File: src/hdl/sfr_pkg.sv
// ----------------------------------------------------------------------------
// sfr_pkg: shared types and constants for the symbol frequency rank block
// Request action codes, fixed payload widths and controller/datapath structs.
// ----------------------------------------------------------------------------
package sfr_pkg;

	// Payload field widths
	localparam int SYM_W     = 8;
	localparam int CNT_OUT_W = 16;
	localparam int TOT_OUT_W = 24;

	// String terminator byte, never counted
	localparam logic [SYM_W-1:0] TERMINATOR = 8'd0;

	// Request action codes
	typedef enum logic [1:0] {
		ACT_COUNT = 2'd0,
		ACT_RANK  = 2'd1,
		ACT_CLEAR = 2'd2,
		ACT_NONE  = 2'd3
	} action_t;

	// Controller to datapath commands
	typedef struct packed {
		logic count_start;  // latch symbol check, histogram read issued
		logic count_wr;     // write incremented count back
		logic scan_start;   // reset scan pointer and best candidate
		logic scan;         // read one histogram entry, advance pointer
		logic finish;       // commit rank result and load output
		logic clear;        // empty histogram, taken marks and total
	} cmd_t;

	// Datapath to controller status
	typedef struct packed {
		logic scan_last;    // scan pointer is at the last entry
		logic out_free;     // output register can take a result this cycle
	} status_t;

endpackage

File: src/hdl/sfr_ctrl.sv
// ----------------------------------------------------------------------------
// sfr_ctrl: sequencing controller
// Accepts one request at a time and steps the datapath through count,
// scan and commit phases.
// ----------------------------------------------------------------------------
module sfr_ctrl
	import sfr_pkg::*;
(
	input  logic       clk,
	input  logic       arst_n,
	input  logic       req_valid,
	input  logic [1:0] req_action,
	output logic       req_ready,
	input  status_t    status,
	output cmd_t       cmd
);

	typedef enum logic [4:0] {
		ST_IDLE   = 5'b00001,
		ST_CNT_WR = 5'b00010,
		ST_SCAN   = 5'b00100,
		ST_DRAIN  = 5'b01000,
		ST_FINISH = 5'b10000
	} state_t;

	state_t state_q, state_nxt;
	logic   accept;

	assign req_ready = (state_q == ST_IDLE);
	assign accept    = req_valid && req_ready;

	// Next state and command decode
	always_comb begin
		state_nxt = state_q;
		cmd       = '0;
		case (state_q)
			ST_IDLE: begin
				if (accept) begin
					case (action_t'(req_action))
						ACT_COUNT: begin
							cmd.count_start = 1'b1;
							state_nxt       = ST_CNT_WR;
						end
						ACT_RANK: begin
							cmd.scan_start = 1'b1;
							state_nxt      = ST_SCAN;
						end
						ACT_CLEAR: cmd.clear = 1'b1;
						default:   state_nxt = ST_IDLE;
					endcase
				end
			end
			ST_CNT_WR: begin
				cmd.count_wr = 1'b1;
				state_nxt    = ST_IDLE;
			end
			ST_SCAN: begin
				cmd.scan = 1'b1;
				if (status.scan_last) state_nxt = ST_DRAIN;
			end
			// last entry is compared here
			ST_DRAIN: state_nxt = ST_FINISH;
			ST_FINISH: begin
				if (status.out_free) begin
					cmd.finish = 1'b1;
					state_nxt  = ST_IDLE;
				end
			end
			default: state_nxt = ST_IDLE;
		endcase
	end

	// State register
	always_ff @(posedge clk or negedge arst_n) begin
		if (!arst_n) begin
			state_q <= ST_IDLE;
		end else begin
			state_q <= state_nxt;
		end
	end

endmodule

File: config.mk
export PLATFORM = sky130hd
export DESIGN_NAME = sfr_ctrl
export DESIGN_NICKNAME = d
export VERILOG_FILES = /design/src/hdl/sfr_pkg.sv /design/src/hdl/sfr_ctrl.sv
export SDC_FILE = /design/constraint.sdc
export NUM_CORES = 1
export LEC_CHECK = 0
export ABC_AREA = 0
export BUFFER_PORTS_ARGS = -buffer_cell sky130_fd_sc_hd__buf_2
export CAP_MARGIN = 5
export CORE_AREA = 5 5 42 44
export CTS_BUF_LIST = sky130_fd_sc_hd__clkbuf_8
export DETAILED_ROUTE_END_ITERATION = 7
export DIE_AREA = 0 0 47 49
export PLACE_DENSITY = 0.54
export SLEW_MARGIN = 10
export SYNTH_ARGS = -nofsm -noshare
export SYNTH_HDL_FRONTEND = slang
export SYNTH_SLANG_ARGS = --single-unit
export TNS_END_PERCENT = 1
File: constraint.sdc
create_clock -name clk -period 1.11 [get_ports clk]
set_input_delay 0.111 -clock clk [delete_from_list [all_inputs] [get_ports clk]]
set_output_delay 0.111 -clock clk [all_outputs]
set_load 0.005 [all_outputs]
==> flow_metrics.tcl <==
set metrics [dict create \
    ys_types 24 \
    clockBufferDepth 2 \
    p_total_uw 706 \
    finalNonFillerCells 77 \
    vias 362 \
    period_needed_ns 1.41 \
    clockPowerShare 0.463 \
    crit_fanout 7 \
    end_kind "output pin" \
    start_util 0.237 \
    final_cell_mix "buf_2 (13), buf_4 (6), inv_1 (3), clkbuf_8 (3), dfrtp_2 (3)" \
    cts-root-buf "clkbuf_8" \
    min_period_over_period 1.27 \
    htree_num_levels 1 \
    final_hold_viol_count 0 \
    switching_share 0.270 \
    ir_drop_mv 0.571 \
    r2r_setup_slack_ns -0.04 \
    wirelength_um 911 \
    final_common_cell "buf_2" \
    vias_per_cell 4.70 \
    p_switching_uw 191 \
    num-fill-cells 153 \
    p_comb_frac 0.217 \
    setup_viol_count_final 10 \
    fmax_mhz 710 \
    dpl.cell_count 70 \
    synth_nets 43 \
    largest_register_ffs 5 \
    antenna_found_initial 0 \
    power.leakage_nw 0.279 \
    clk_latency_ns 0.22 \
    core_mm2 0.00140 \
    portBuffers 13 \
    maxCapViolations 0 \
    dpl_worst_slack_ns -0.0703 \
    reg_top3 "state_q x5" \
    hold_end "state_q[2]$_DFFE_PN0P_" \
    p_int_uw 516 \
    rows 14 \
    grt_max_degree 8 \
    powerDensity_mw_per_mm2 1230 \
    dp_hpwl_um 688 \
    path_class "reg -> out" \
    finalNetCount 69 \
    seqPwrFrac 0.320 \
    slew_headroom 0.837 \
    clock_sinks 5 \
    die-area_mm2 0.00230 \
    die_w_um 47 \
    r2r_cells 3 \
    violations "negative setup slack" \
    min_from "status[1]" \
    grt_pass1_vias 346 \
    startpoint_type "register" \
    fin_skew_ns 0.000987 \
    clkTransAtPathRegs_ns 0.04 \
    antennaDiodeCount 0 \
    drc 0 \
    antenna_left 0 \
    cts_made_buffers 3 \
    timing.rr.end "state_q[0]$_DFFE_PN1P_" \
    worstHoldPathCells 2 \
    drt_iter0_drc 4 \
    ys_warn_count 0 \
    place.gp.congestion 0.736 \
    syn-instance-count 36 \
    die_h_um 49 \
    synth_top_cell_by_area "dfrtp_1" \
    drt-pass1-iter-count 3 \
    arrival_ns 1.30 \
    cts_tree "done" \
    timing.rr.start "state_q[0]$_DFFE_PN1P_" \
    top_register "state_q" \
    hold_class "in -> reg" \
    yosysSeqAreaShare 0.381 \
    synthesis.area_um2 332 \
    grt_use_total 0.0863 \
    worst_pin_slew_ns 0.242 \
    ys_top_cells_by_area "dfrtp_1 (30%), dfstp_2 (7.9%), nand4_4 (6.4%)" \
    boundaryPins 14 \
    ys_ff_latch 5 \
    drv_slew 0 \
    grt_pass1_wl_um 1460 \
    grt_overflow 0 \
    rsz0062_at_grt "true" \
    outcome "complete, but fails checks" \
    yosys.area.top_type_share 0.302 \
    syn_area_per_cell_um2 9.21 \
    syn2layout_area_growth_pct 73.2 \
    fin_ws_ns -0.299 \
    wl_per_cell_um 11.8 \
    drive_above_1_share 0.623 \
    critical_path_required_ns 1.00 \
    fin_util 0.410 \
]
## synthesized netlist by cell type, drive strengths merged
cell    number
a21boi       1
a21oi        2
and2         1
and3         2
dfrtp        4
dfstp        1
inv          3
nand2        1
nand3        1
nand3b       1
nand4        1
nor2         5
nor3         5
nor3b        1
nor4         2
o21a         1
o21ai        1
o21bai       1
o22ai        1
xnor2        1
## stage by stage
| stage | TNS, ns | hold slack, ns | instance area, um^2 |
|---|---|---|---|
| 3_5_place_dp | -0.208 | -0.0669 | 454 |
| 2_1_floorplan | 0 | -0.185 | 332 |
| 5_1_grt | -2.52 | 0.119 | 574 |
| 6_report | -1.73 | 0.0952 | 574 |
| 3_3_place_gp | -0.167 | -0.0693 | 454 |
| 4_1_cts | -1.65 | 0.0918 | 553 |
## cell type report
type                       instances  area, um^2  share of cell area
inverter                           3        11.3              0.0196
clock buffer                       3        41.3              0.0719
sequential                         5         130               0.227
clock inverter                     1        3.75             0.00654
timing repair buffer              21         131               0.229
multi-input combinational         28         236               0.412
tap                               16        20.0              0.0349
## how the worst max path moves through the flow
stage / slack (ns) / endpoint / start
2_1_floorplan: 0.05 / cmd[0] / state_q[1]$_DFFE_PN0P_
3_3_place_gp: -0.05 / state_q[4]$_DFFE_PN0P_ / state_q[3]$_DFFE_PN0P_
3_5_place_dp: -0.07 / cmd[0] / state_q[1]$_DFFE_PN0P_
4_1_cts: -0.27 / cmd[0] / state_q[0]$_DFFE_PN1P_
5_1_grt: -0.35 / cmd[0] / state_q[0]$_DFFE_PN1P_
6_report: -0.30 / cmd[0] / state_q[0]$_DFFE_PN1P_
## cell families after synthesis
| kind of cell | after synthesis | synth area share |
|---|---|---|
| DFF | 5 | 0.381 |
| and+or+nand+nor | 20 | 0.426 |
| AOI/OAI and AO/OA | 7 | 0.132 |
| xor gates and xnor gates | 1 | 0.0264 |
| buffers and inverters | 3 | 0.0340 |
## worst max-delay path, cell delays in order, from the launching register on
cell and delay, ns:
dfstp_2 0.62, nand4_4 0.15, nor3b_2 0.18, buf_2 0.13
## timing repair
item                                   in CTS  in global routing
setup endpoints to repair                  10                 11
hold buffers                                1                  0
resized for setup                           7                  6
setup buffers                               2                  0
gates cloned                                0                  0
pin swaps                                   3                  2
endpoints found under the hold margin       5                  0
## layer usage
layer | routed length, um | track usage
met1 | 370 | 0.100
met2 | 481 | 0.133
met3 | 59 | 0.0221
met4 | 0 | 0.0553
met5 | 0 | 0
## power groups by stage
stage               combinational (mW)  sequential (mW)  clock (mW)
floorplan                       0.0736            0.219           0
global placement                 0.129            0.220           0
detailed placement               0.130            0.221           0
CTS                              0.145            0.221       0.336
global route                     0.169            0.228       0.348
finish                           0.153            0.226       0.327
(Power assumes the default switching activity.)
